==> src/rtl/sma_pkg.sv <==
// ----------------------------------------------------------------------------
// sma_pkg: shared definitions for the stack machine arithmetic block
// Field widths, opcodes, status codes and the adder request/response types.
// ----------------------------------------------------------------------------
package sma_pkg;

   localparam int DATA_W          = 32;
   localparam int KIND_W          = 3;
   localparam int STATUS_W        = 2;
   localparam int DEPTH_W         = 7;
   localparam int STACK_DEPTH_DEF = 64;

   // response tdata: status, top value, depth, zero padded to whole bytes
   localparam int RSP_FIELDS_W    = STATUS_W + DATA_W + DEPTH_W;
   localparam int RSP_TDATA_W     = ((RSP_FIELDS_W + 7) / 8) * 8;
   localparam int RSP_PAD_W       = RSP_TDATA_W - RSP_FIELDS_W;

   // adder operands carry one extra bit for the divider's trial subtract
   localparam int ALU_W           = DATA_W + 1;

   localparam logic [KIND_W-1:0] KIND_PUSH = 3'd0;
   localparam logic [KIND_W-1:0] KIND_SWAP = 3'd1;
   localparam logic [KIND_W-1:0] KIND_ADD  = 3'd2;
   localparam logic [KIND_W-1:0] KIND_SUB  = 3'd3;
   localparam logic [KIND_W-1:0] KIND_DIV  = 3'd4;
   localparam logic [KIND_W-1:0] KIND_NOP  = 3'd5;

   localparam logic [STATUS_W-1:0] ST_OK      = 2'd0;
   localparam logic [STATUS_W-1:0] ST_SHORT   = 2'd1;
   localparam logic [STATUS_W-1:0] ST_DIVZERO = 2'd2;
   localparam logic [STATUS_W-1:0] ST_FULL    = 2'd3;

   typedef struct packed {
      logic [ALU_W-1:0] a;
      logic [ALU_W-1:0] b;
      logic             sub;
   } alu_req_type;

   typedef struct packed {
      logic [ALU_W-1:0] res;
      logic             carry;
   } alu_rsp_type;

   typedef struct packed {
      logic busy;
      logic done;
   } div_status_type;

endpackage

==> src/rtl/stack_machine_arith_ops.sv <==
// ----------------------------------------------------------------------------
// stack_machine_arith_ops: operand stack with push, swap, add, sub and div
// Sequencer over a stack RAM, a cached top register and one shared adder.
// ----------------------------------------------------------------------------
// Usage:
//   req_* carries one opcode per transfer: req_tuser holds the kind
//   (0 push, 1 swap, 2 add, 3 sub, 4 div, 5 nop, others act as nop) and
//   req_tdata the value to push. Each opcode yields one response transfer
//   on rsp_* with status, value on top (zero when empty) and depth.
//   Errors (too few entries, zero divisor, push onto a full stack) leave
//   the stack untouched and only report a status.
// Sequence, from accepting one opcode to accepting the next:
//   push, nop and errors go from idle straight to finish; swap, add and sub
//   pass through load first; div passes through load and then divide, where the
//   divider takes one quotient bit per cycle through the shared adder.
//   req_tready is high only while the sequencer is idle.
// Stalls: the response sits in an output register, so the next opcode is
//   accepted while a response waits; its own response is held back in the
//   sequencer until the register is free.
// Reset: synchronous, active high; the stack is empty afterwards, and the
//   stack RAM needs no clearing since only written entries are read.
// ----------------------------------------------------------------------------
module stack_machine_arith_ops
   import sma_pkg::*;
#(
   parameter int STACK_DEPTH = STACK_DEPTH_DEF
) (
   input  logic                   clock,
   input  logic                   reset,
   // request channel
   input  logic                   req_tvalid,
   output logic                   req_tready,
   input  logic [DATA_W-1:0]      req_tdata,  // [31:0] push_value
   input  logic [KIND_W-1:0]      req_tuser,  // [2:0] kind
   // response channel
   output logic                   rsp_tvalid,
   input  logic                   rsp_tready,
   output logic [RSP_TDATA_W-1:0] rsp_tdata   // [1:0] status, [33:2] top_value,
                                              // [40:34] depth, rest zero
);

   localparam int AW = $clog2(STACK_DEPTH);
   localparam int CW = $clog2(STACK_DEPTH + 1);

   typedef enum logic [3:0] {
      S_IDLE   = 4'b0001,
      S_LOAD   = 4'b0010,
      S_DIVIDE = 4'b0100,
      S_FINISH = 4'b1000
   } state_type;

   state_type             state_ff,  state_in;
   logic [CW-1:0]         count_ff,  count_in;
   logic [DATA_W-1:0]     top_ff,    top_in;     // cached top of stack
   logic [KIND_W-1:0]     kind_ff,   kind_in;
   logic [STATUS_W-1:0]   status_ff, status_in;

   logic                  rsp_valid_ff,  rsp_valid_in;
   logic [STATUS_W-1:0]   rsp_status_ff, rsp_status_in;
   logic [DATA_W-1:0]     rsp_top_ff,    rsp_top_in;
   logic [DEPTH_W-1:0]    rsp_depth_ff,  rsp_depth_in;

   logic                  req_xfer;
   logic                  full;
   logic                  wr_en;
   logic [AW-1:0]         wr_addr;
   logic [DATA_W-1:0]     wr_data;
   logic [AW-1:0]         rd_addr;
   logic [DATA_W-1:0]     second;                // entry below the top

   alu_req_type           alu_req, op_alu_req, div_alu_req;
   alu_rsp_type           alu_rsp;
   logic                  div_start;
   div_status_type        div_status;
   logic [DATA_W-1:0]     div_quotient;

   assign req_tready = (state_ff == S_IDLE);
   assign req_xfer   = req_tvalid && req_tready;
   assign full       = (count_ff == CW'(STACK_DEPTH));

   // entry below the top lives at count-2; top itself is held in top_ff
   assign rd_addr = AW'(count_ff - CW'(2));

   sma_ram #(
      .WIDTH (DATA_W),
      .DEPTH (STACK_DEPTH)
   ) u_stack (
      .clock   (clock),
      .wr_en   (wr_en),
      .wr_addr (wr_addr),
      .wr_data (wr_data),
      .rd_addr (rd_addr),
      .rd_data (second)
   );

   // add/sub operands, used in the load step
   assign op_alu_req.a   = {1'b0, second};
   assign op_alu_req.b   = {1'b0, top_ff};
   assign op_alu_req.sub = (kind_ff == KIND_SUB);

   assign alu_req = (state_ff == S_DIVIDE) ? div_alu_req : op_alu_req;

   sma_alu u_alu (
      .req (alu_req),
      .rsp (alu_rsp)
   );

   sma_div u_div (
      .clock    (clock),
      .reset    (reset),
      .start    (div_start),
      .dividend (second),
      .divisor  (top_ff),
      .alu_req  (div_alu_req),
      .alu_rsp  (alu_rsp),
      .status   (div_status),
      .quotient (div_quotient)
   );

   // sequencer
   always_comb begin
      state_in      = state_ff;
      count_in      = count_ff;
      top_in        = top_ff;
      kind_in       = kind_ff;
      status_in     = status_ff;
      rsp_valid_in  = rsp_valid_ff && !rsp_tready;
      rsp_status_in = rsp_status_ff;
      rsp_top_in    = rsp_top_ff;
      rsp_depth_in  = rsp_depth_ff;
      wr_en         = 1'b0;
      wr_addr       = AW'(count_ff - CW'(1));
      wr_data       = top_ff;
      div_start     = 1'b0;

      unique case (state_ff)
         S_IDLE: begin
            if (req_xfer) begin
               kind_in   = req_tuser;
               status_in = ST_OK;
               state_in  = S_FINISH;
               unique case (req_tuser)
                  KIND_PUSH: begin
                     if (full) begin
                        status_in = ST_FULL;
                     end else begin
                        // old top spills into the RAM
                        wr_en    = (count_ff != '0);
                        top_in   = req_tdata;
                        count_in = count_ff + 1'b1;
                     end
                  end
                  KIND_SWAP, KIND_ADD, KIND_SUB, KIND_DIV: begin
                     priority if (count_ff < CW'(2)) begin
                        status_in = ST_SHORT;
                     end else if (req_tuser == KIND_DIV && top_ff == '0) begin
                        status_in = ST_DIVZERO;
                     end else begin
                        state_in = S_LOAD;   // RAM read of second in flight
                     end
                  end
                  default: begin
                     status_in = ST_OK;
                  end
               endcase
            end
         end

         S_LOAD: begin
            unique case (kind_ff)
               KIND_SWAP: begin
                  wr_en    = 1'b1;
                  wr_addr  = rd_addr;
                  top_in   = second;
                  state_in = S_FINISH;
               end
               KIND_DIV: begin
                  div_start = 1'b1;
                  state_in  = S_DIVIDE;
               end
               default: begin         // add, sub
                  top_in   = alu_rsp.res[DATA_W-1:0];
                  count_in = count_ff - 1'b1;
                  state_in = S_FINISH;
               end
            endcase
         end

         S_DIVIDE: begin
            if (div_status.done) begin
               top_in   = div_quotient;
               count_in = count_ff - 1'b1;
               state_in = S_FINISH;
            end
         end

         S_FINISH: begin
            if (!rsp_valid_ff || rsp_tready) begin
               rsp_valid_in  = 1'b1;
               rsp_status_in = status_ff;
               rsp_top_in    = (count_ff != '0) ? top_ff : '0;
               rsp_depth_in  = DEPTH_W'(count_ff);
               state_in      = S_IDLE;
            end
         end

         default: begin
            state_in = S_IDLE;
         end
      endcase
   end

   always_ff @(posedge clock) begin
      if (reset) begin
         state_ff     <= S_IDLE;
         count_ff     <= '0;
         rsp_valid_ff <= 1'b0;
      end else begin
         state_ff     <= state_in;
         count_ff     <= count_in;
         rsp_valid_ff <= rsp_valid_in;
      end
      top_ff        <= top_in;
      kind_ff       <= kind_in;
      status_ff     <= status_in;
      rsp_status_ff <= rsp_status_in;
      rsp_top_ff    <= rsp_top_in;
      rsp_depth_ff  <= rsp_depth_in;
   end

   assign rsp_tvalid = rsp_valid_ff;
   assign rsp_tdata  = {{RSP_PAD_W{1'b0}}, rsp_depth_ff, rsp_top_ff, rsp_status_ff};

`ifndef SYNTH
   // depth never passes the stack size
   a_count_bound: assert property (@(posedge clock) disable iff (reset)
      count_ff <= CW'(STACK_DEPTH))
      else $error("stack count beyond stack size");

   // while dividing, the divider is running or has just finished
   a_div_alive: assert property (@(posedge clock) disable iff (reset)
      (state_ff == S_DIVIDE) |-> (div_status.busy || div_status.done))
      else $error("sequencer waits on an idle divider");

   // a pending response is never overwritten
   a_no_overwrite: assert property (@(posedge clock) disable iff (reset)
      (state_ff == S_FINISH && rsp_valid_ff && !rsp_tready) |=> (state_ff == S_FINISH))
      else $error("response register overwritten");

   // a successful push raises the depth by one
   a_push_depth: assert property (@(posedge clock) disable iff (reset)
      (req_xfer && req_tuser == KIND_PUSH && !full)
         |=> (count_ff == $past(count_ff) + 1'b1))
      else $error("push did not grow the stack");
`endif

endmodule

==> src/rtl/sma_ram.sv <==
// ----------------------------------------------------------------------------
// sma_ram: generic single-port-write, single-port-read RAM
// One write and one registered read per cycle.
// ----------------------------------------------------------------------------
module sma_ram #(
   parameter int WIDTH  = 32,
   parameter int DEPTH  = 64,
   parameter int ADDR_W = $clog2(DEPTH)
) (
   input  logic              clock,
   input  logic              wr_en,
   input  logic [ADDR_W-1:0] wr_addr,
   input  logic [WIDTH-1:0]  wr_data,
   input  logic [ADDR_W-1:0] rd_addr,
   output logic [WIDTH-1:0]  rd_data
);

   logic [WIDTH-1:0] mem [DEPTH];
   logic [WIDTH-1:0] rd_data_ff;

   always_ff @(posedge clock) begin
      if (wr_en) begin
         mem[wr_addr] <= wr_data;
      end
      rd_data_ff <= mem[rd_addr];
   end

   assign rd_data = rd_data_ff;

endmodule

==> src/rtl/sma_alu.sv <==
// ----------------------------------------------------------------------------
// sma_alu: shared adder/subtractor
// Used for add and sub, and for every trial subtract of the divider.
// ----------------------------------------------------------------------------
module sma_alu
   import sma_pkg::*;
(
   input  alu_req_type req,
   output alu_rsp_type rsp
);

   logic [ALU_W-1:0] b_eff;
   logic [ALU_W:0]   sum;

   assign b_eff = req.sub ? ~req.b : req.b;
   assign sum   = {1'b0, req.a} + {1'b0, b_eff} + {{ALU_W{1'b0}}, req.sub};

   // for a subtract, carry set means a >= b (unsigned)
   assign rsp.res   = sum[ALU_W-1:0];
   assign rsp.carry = sum[ALU_W];

endmodule

==> src/rtl/sma_div.sv <==
// ----------------------------------------------------------------------------
// sma_div: signed divider, one quotient bit per cycle
// Restoring division on magnitudes, trial subtract through the shared adder;
// quotient truncated toward zero.
// ----------------------------------------------------------------------------
module sma_div
   import sma_pkg::*;
(
   input  logic                clock,
   input  logic                reset,
   input  logic                start,
   input  logic [DATA_W-1:0]   dividend,
   input  logic [DATA_W-1:0]   divisor,
   output alu_req_type         alu_req,
   input  alu_rsp_type         alu_rsp,
   output div_status_type      status,
   output logic [DATA_W-1:0]   quotient
);

   localparam int CNT_W = $clog2(DATA_W);

   logic [DATA_W-1:0] rem_ff,  rem_in;
   logic [DATA_W-1:0] quo_ff,  quo_in;
   logic [DATA_W-1:0] mt_ff,   mt_in;
   logic [CNT_W-1:0]  cnt_ff,  cnt_in;
   logic              neg_ff,  neg_in;
   logic              busy_ff, busy_in;
   logic              done_ff, done_in;
   logic [ALU_W-1:0]  trial;

   // shift the next dividend bit into the partial remainder
   assign trial       = {rem_ff, quo_ff[DATA_W-1]};
   assign alu_req.a   = trial;
   assign alu_req.b   = {1'b0, mt_ff};
   assign alu_req.sub = 1'b1;

   always_comb begin
      rem_in  = rem_ff;
      quo_in  = quo_ff;
      mt_in   = mt_ff;
      cnt_in  = cnt_ff;
      neg_in  = neg_ff;
      busy_in = busy_ff;
      done_in = 1'b0;
      if (start) begin
         rem_in  = '0;
         quo_in  = dividend[DATA_W-1] ? (~dividend + 1'b1) : dividend;
         mt_in   = divisor[DATA_W-1] ? (~divisor + 1'b1) : divisor;
         neg_in  = dividend[DATA_W-1] ^ divisor[DATA_W-1];
         cnt_in  = '0;
         busy_in = 1'b1;
      end else if (busy_ff) begin
         rem_in = alu_rsp.carry ? alu_rsp.res[DATA_W-1:0] : trial[DATA_W-1:0];
         quo_in = {quo_ff[DATA_W-2:0], alu_rsp.carry};
         cnt_in = cnt_ff + 1'b1;
         if (cnt_ff == CNT_W'(DATA_W - 1)) begin
            busy_in = 1'b0;
            done_in = 1'b1;
         end
      end
   end

   always_ff @(posedge clock) begin
      if (reset) begin
         busy_ff <= 1'b0;
         done_ff <= 1'b0;
      end else begin
         busy_ff <= busy_in;
         done_ff <= done_in;
      end
      rem_ff <= rem_in;
      quo_ff <= quo_in;
      mt_ff  <= mt_in;
      cnt_ff <= cnt_in;
      neg_ff <= neg_in;
   end

   assign status.busy = busy_ff;
   assign status.done = done_ff;
   assign quotient    = neg_ff ? (~quo_ff + 1'b1) : quo_ff;

endmodule

==> config.mk <==
export PLATFORM = sky130hd
export DESIGN_NAME = stack_machine_arith_ops
export DESIGN_NICKNAME = d
export VERILOG_FILES = /design/src/rtl/sma_pkg.sv /design/src/rtl/stack_machine_arith_ops.sv /design/src/rtl/sma_ram.sv /design/src/rtl/sma_alu.sv /design/src/rtl/sma_div.sv
export SDC_FILE = /design/constraint.sdc
export NUM_CORES = 2
export LEC_CHECK = 0
export ABC_AREA = 1
export BUFFER_PORTS_ARGS = -buffer_cell sky130_fd_sc_hd__buf_2
export CAP_MARGIN = 20
export CORE_MARGIN = 1.5
export CORE_UTILIZATION = 60
export DETAILED_ROUTE_END_ITERATION = 16
export PLACE_DENSITY = 0.77
export SETUP_SLACK_MARGIN = 0.05
export SYNTH_ARGS = -nofsm -noshare
export SYNTH_HDL_FRONTEND = slang
export SYNTH_SLANG_ARGS = --single-unit
==> constraint.sdc <==
create_clock -name clock -period 5.87 [get_ports clock]
set_input_delay 1.174 -clock clock [delete_from_list [all_inputs] [get_ports clock]]
set_output_delay 1.174 -clock clock [all_outputs]
set_load 0.03 [all_outputs]
==> metrics.log <==
[metrics] relative contribution of sequential cells to total power: 0.363
[metrics] Internal Power: 0.03272 W
[metrics] Comb pwr share: 0.385
[metrics] cell total after placement: 9667
[metrics] overflow left after global routing: 0
[metrics] GP Congestion: 0.9935
[metrics] detailed route wirelength on metal2: 128400 µm
[metrics] worst IR drop on VDD: 0.4862 mV
[metrics] sequential fraction of the synthesis area: 0.7170
[metrics] estimated wirelength of the detail-placed design: 163700 µm
[metrics] length of the first detailed-routing pass in iterations: 10
[metrics] Area Overhead vs Synth: 10.94%
[metrics] wire length of the first global-routing pass: 414000 µm
[metrics] distinct cell type count of the synthesized netlist: 57
[metrics] setup tns final: 0 ps
[metrics] RSZ-0062 raised after global routing: false
[metrics] count of yosys warnings during synthesis: 0
[metrics] number of max-cap violations: 0
[metrics] number of synthesized flops with an enable pin: about 2200
[metrics] Worst EP arrival: 5330 ps
[metrics] number of sinks handled by clock tree synthesis: 2274
[metrics] Top Ports: 89
[metrics] worst slack at placement: 1181 ps
[metrics] run status: finished clean
[metrics] crit path time final: between 4000 and 5000 ps
[metrics] Routed met1 length: slightly above 100000 µm
[metrics] number of antenna violations at the first check in global routing: 10
[metrics] number of gates resized after CTS: 0
[metrics] placeable core region: 156000 µm²
[metrics] top cells by area in the synthesized netlist: sky130_fd_sc_hd__edfxtp_1 (70%), sky130_fd_sc_hd__o21ai_0 (7.3%), sky130_fd_sc_hd__nor2_1 (6.3%), sky130_fd_sc_hd__o22ai_1 (4.2%), sky130_fd_sc_hd__nand2_1 (2.1%)
[metrics] number of setup violations in the final report: 0
[metrics] wire length per cell after detailed routing: 28.52 µm
[metrics] Layout Nets: 7910
[metrics] filler instances: 10800
[metrics] cell leakage power: around 35 nW
[metrics] fin worst setup slack: 1087 ps
[metrics] PD cells: 536.2 nW/µm²
[metrics] largest clock skew in the final design: 34.32 ps
[metrics] count of port buffers added during placement: 81
[metrics] DRC violation count after routing: 0
[metrics] Worst Max-Slew Pin Slew: 1235 ps
[metrics] share of synthesized registers carrying an async set or reset: 0
[metrics] Sw Pwr: 0.02325 W
[metrics] fraction of layout instances using a drive strength above 1: 0.09074
[metrics] DR iter-0 viols: ~11000
[metrics] buffer count from post-CTS setup fixing: 0
[metrics] Design Power: around 0.056 W
[metrics] Clock Path Buffers: 3
[metrics] category of the most critical setup path: register to register
[metrics] number of slew-limit violations in the final report: 0
[metrics] Antenna Nets Post-Route: 0
[metrics] Crit Path Max Fanout: 58
[metrics] clock network fraction of design power: 0.252
[metrics] Via Count: approximately 67000
[metrics] final cycle utilization of the critical path: 0.8148
[metrics] worst min-delay path category: register to register
[metrics] share of total power consumed by net switching: 0.4154
[metrics] Cell Count, Final, Fillers Out: 10090
[metrics] count of mapped cells out of synthesis: 7846
[metrics] ratio of routed vias to standard cells: 6.660
[metrics] top metal layer carrying routed signals: met5
[metrics] endpoints failing hold: 0
[metrics] average cell area after synthesis: 11.99 µm²
[metrics] CTS clock-pin slew for the worst setup and hold paths: 60 ps
[metrics] met3 wire len: 38190 µm
[metrics] most used cells in the layout excluding fill and tap cells: sky130_fd_sc_hd__edfxtp_1 (2191), sky130_fd_sc_hd__nor2_1 (1507), sky130_fd_sc_hd__o21ai_0 (1377), sky130_fd_sc_hd__o22ai_1 (637), sky130_fd_sc_hd__nand2_1 (532)
[metrics] detailed-route wire length: 287700 µm
[metrics] buffer type at the clock tree root: sky130_fd_sc_hd__clkbuf_16
[metrics] cell accounting for the most synthesized area: sky130_fd_sc_hd__edfxtp_1
[metrics] TritonCTS clock tree: built
[metrics] total global routing track utilization: 0.3572
[metrics] cell area after synthesis: ~94000 µm²
[metrics] x dimension of the die: 399.0 µm
[metrics] die area: 159200 µm²
[metrics] vias in the first global route: 63560
[metrics] Req. time, crit path: 6420 ps
[metrics] most common flop cell mapped by yosys: sky130_fd_sc_hd__edfxtp_1
[metrics] final core area utilization: 0.6690
[metrics] initial core utilization: 0.6030
[metrics] pin count of the biggest net entering global routing: roughly 190
[metrics] crit path capture type: register
[metrics] number of synthesized register bits: 2274
[metrics] deepest level of the CTS H-tree: 4
[metrics] # hold bufs at CTS: 0
[metrics] kind of start point of the critical path: register
[metrics] clock network latency to the later pin of the worst-skew pair: around 870 ps
[metrics] most frequent standard cell in the layout excluding fill and tap cells: sky130_fd_sc_hd__edfxtp_1
[metrics] vertical extent of the die: 399.0 µm
[metrics] post-synth top area share: 0.6993
[metrics] number of CTS-inserted buffers: 217
[metrics] relative slew slack: 0.1764
[metrics] f_max: around 210 MHz
[metrics] FP Rows: between 100 and 150
-- final cells by class --
| cell class | count | area (µm²) | area share |
|---|---|---|---|
| flip-flops and latches | 2274 | 67460 | 0.6463 |
| multi-input cells | 4831 | 24100 | 0.2309 |
| clock buffers | 272 | 5852 | 0.05606 |
| well taps | 2058 | 2575 | 0.02467 |
| repair buffers | 282 | 2177 | 0.02086 |
| clock inverters | 141 | 1339 | 0.01283 |
| inverters | 223 | 864.6 | 0.008283 |
| diodes | 6 | 15.01 | 0.0001438 |
-- path summary, 6_finish.rpt --
check	from	end	slack, ps	cells past startpoint
max reg2reg	count_ff[1]	u_stack.mem[31][23]	1090	15
max	count_ff[1]	u_stack.mem[31][23]	1090	15
min reg2reg	status_ff[0]	rsp_status_ff[0]	420	0
min	status_ff[0]	rsp_status_ff[0]	420	0
-- metal layers --
metal  vias to the layer above  track usage
met5                         -            0
met4                         8       0.2141
met2                      5063       0.5367
met1                     32440       0.4763
met3                       924      0.08666
li1                      28750            -
-- Yosys cell counts (3+ instances only) --
| cell type | n |
|---|---|
| sky130_fd_sc_hd__o21bai_1 | 9 |
| sky130_fd_sc_hd__nand3_1 | 144 |
| sky130_fd_sc_hd__clkbuf_1 | 353 |
| sky130_fd_sc_hd__a21o_1 | 5 |
| sky130_fd_sc_hd__nor3_2 | 3 |
| sky130_fd_sc_hd__xor2_1 | 80 |
| sky130_fd_sc_hd__buf_4 | 26 |
| sky130_fd_sc_hd__o21ai_0 | 1377 |
| sky130_fd_sc_hd__a211oi_1 | 8 |
| sky130_fd_sc_hd__a31oi_1 | 8 |
| sky130_fd_sc_hd__o32ai_1 | 14 |
| sky130_fd_sc_hd__a21oi_1 | 116 |
| sky130_fd_sc_hd__nand3b_1 | 6 |
| sky130_fd_sc_hd__inv_1 | 202 |
| sky130_fd_sc_hd__nor4_1 | 8 |
| sky130_fd_sc_hd__buf_2 | 119 |
| sky130_fd_sc_hd__inv_2 | 18 |
| sky130_fd_sc_hd__o211ai_1 | 38 |
| sky130_fd_sc_hd__dfxtp_1 | 83 |
| sky130_fd_sc_hd__o2111ai_1 | 14 |
| sky130_fd_sc_hd__nor2_1 | 1576 |
| sky130_fd_sc_hd__o31ai_1 | 14 |
| sky130_fd_sc_hd__nand2_1 | 532 |
| sky130_fd_sc_hd__o21ai_2 | 4 |
| sky130_fd_sc_hd__or2_2 | 6 |
| sky130_fd_sc_hd__nand4_1 | 17 |
| sky130_fd_sc_hd__buf_6 | 9 |
| sky130_fd_sc_hd__o221ai_1 | 10 |
| sky130_fd_sc_hd__o22ai_1 | 637 |
| sky130_fd_sc_hd__and3_1 | 3 |
| sky130_fd_sc_hd__nor2_2 | 6 |
| sky130_fd_sc_hd__nand2_2 | 4 |
| sky130_fd_sc_hd__o21ai_1 | 75 |
| sky130_fd_sc_hd__ha_1 | 41 |
| sky130_fd_sc_hd__buf_1 | 15 |
| sky130_fd_sc_hd__edfxtp_1 | 2191 |
| sky130_fd_sc_hd__xnor2_1 | 12 |
| sky130_fd_sc_hd__nor3_1 | 38 |
-- state kept, by name, indices dropped and copies added (netlist names), 7 cells and up --
register,flops
u_div.mt_ff,32
u_stack.rd_data,32
u_stack.mem,2048
top_ff,32
count_ff,7
u_div.quo_ff,32
rsp_top_ff,32
rsp_depth_ff,7
u_div.rem_ff,32
-- power groups by stage --
stage	clock, W	combinational [W]	sequential, W
after floorplan	0	0.0108	0.0212
after global placement	0	0.0202	0.0206
after detailed placement	0	0.0205	0.0206
after CTS	0.0141	0.0206	0.0203
after global routing	0.0148	0.0224	0.0203
final	0.0141	0.0215	0.0203
-- cell families (layout without fill, tap and decap cells) --
| kind of cell | after synthesis | in the layout | synth area share |
|---|---|---|---|
| compound gates | 2339 | 2339 | 0.1371 |
| xor+xnor | 93 | 93 | 0.008737 |
| fa+ha+maj | 42 | 42 | 0.005665 |
| buf+inv | 747 | 918 | 0.03319 |
| flops | 2274 | 2274 | 0.7170 |
| other cells | 1 | 13 | 0.00003986 |
| simple gates | 2350 | 2350 | 0.09833 |
-- critical path, cell delays in order (launching register included) --
cell                      delay, ps
sky130_fd_sc_hd__dfxtp_4        370
sky130_fd_sc_hd__inv_8          280
sky130_fd_sc_hd__ha_1           270
sky130_fd_sc_hd__inv_1           60
sky130_fd_sc_hd__nor2_1         230
sky130_fd_sc_hd__inv_1           70
sky130_fd_sc_hd__nor2_1         340
sky130_fd_sc_hd__nand2_1        120
sky130_fd_sc_hd__xor2_1         210
sky130_fd_sc_hd__nand2_1         70
sky130_fd_sc_hd__nand2_1        260
sky130_fd_sc_hd__inv_2           70
sky130_fd_sc_hd__nor2_1         320
sky130_fd_sc_hd__nand2_1        540
sky130_fd_sc_hd__nor2_4         820
sky130_fd_sc_hd__buf_4          380
-- stage by stage --
step	hold slack, ps	area [µm²]
after floorplan	400.3	94110
after global placement	420.7	97170
after detailed placement	419.0	97170
after CTS	429.6	104400
after global routing	433.7	104400
final	424.9	104400
(Power assumes the default switching activity.)
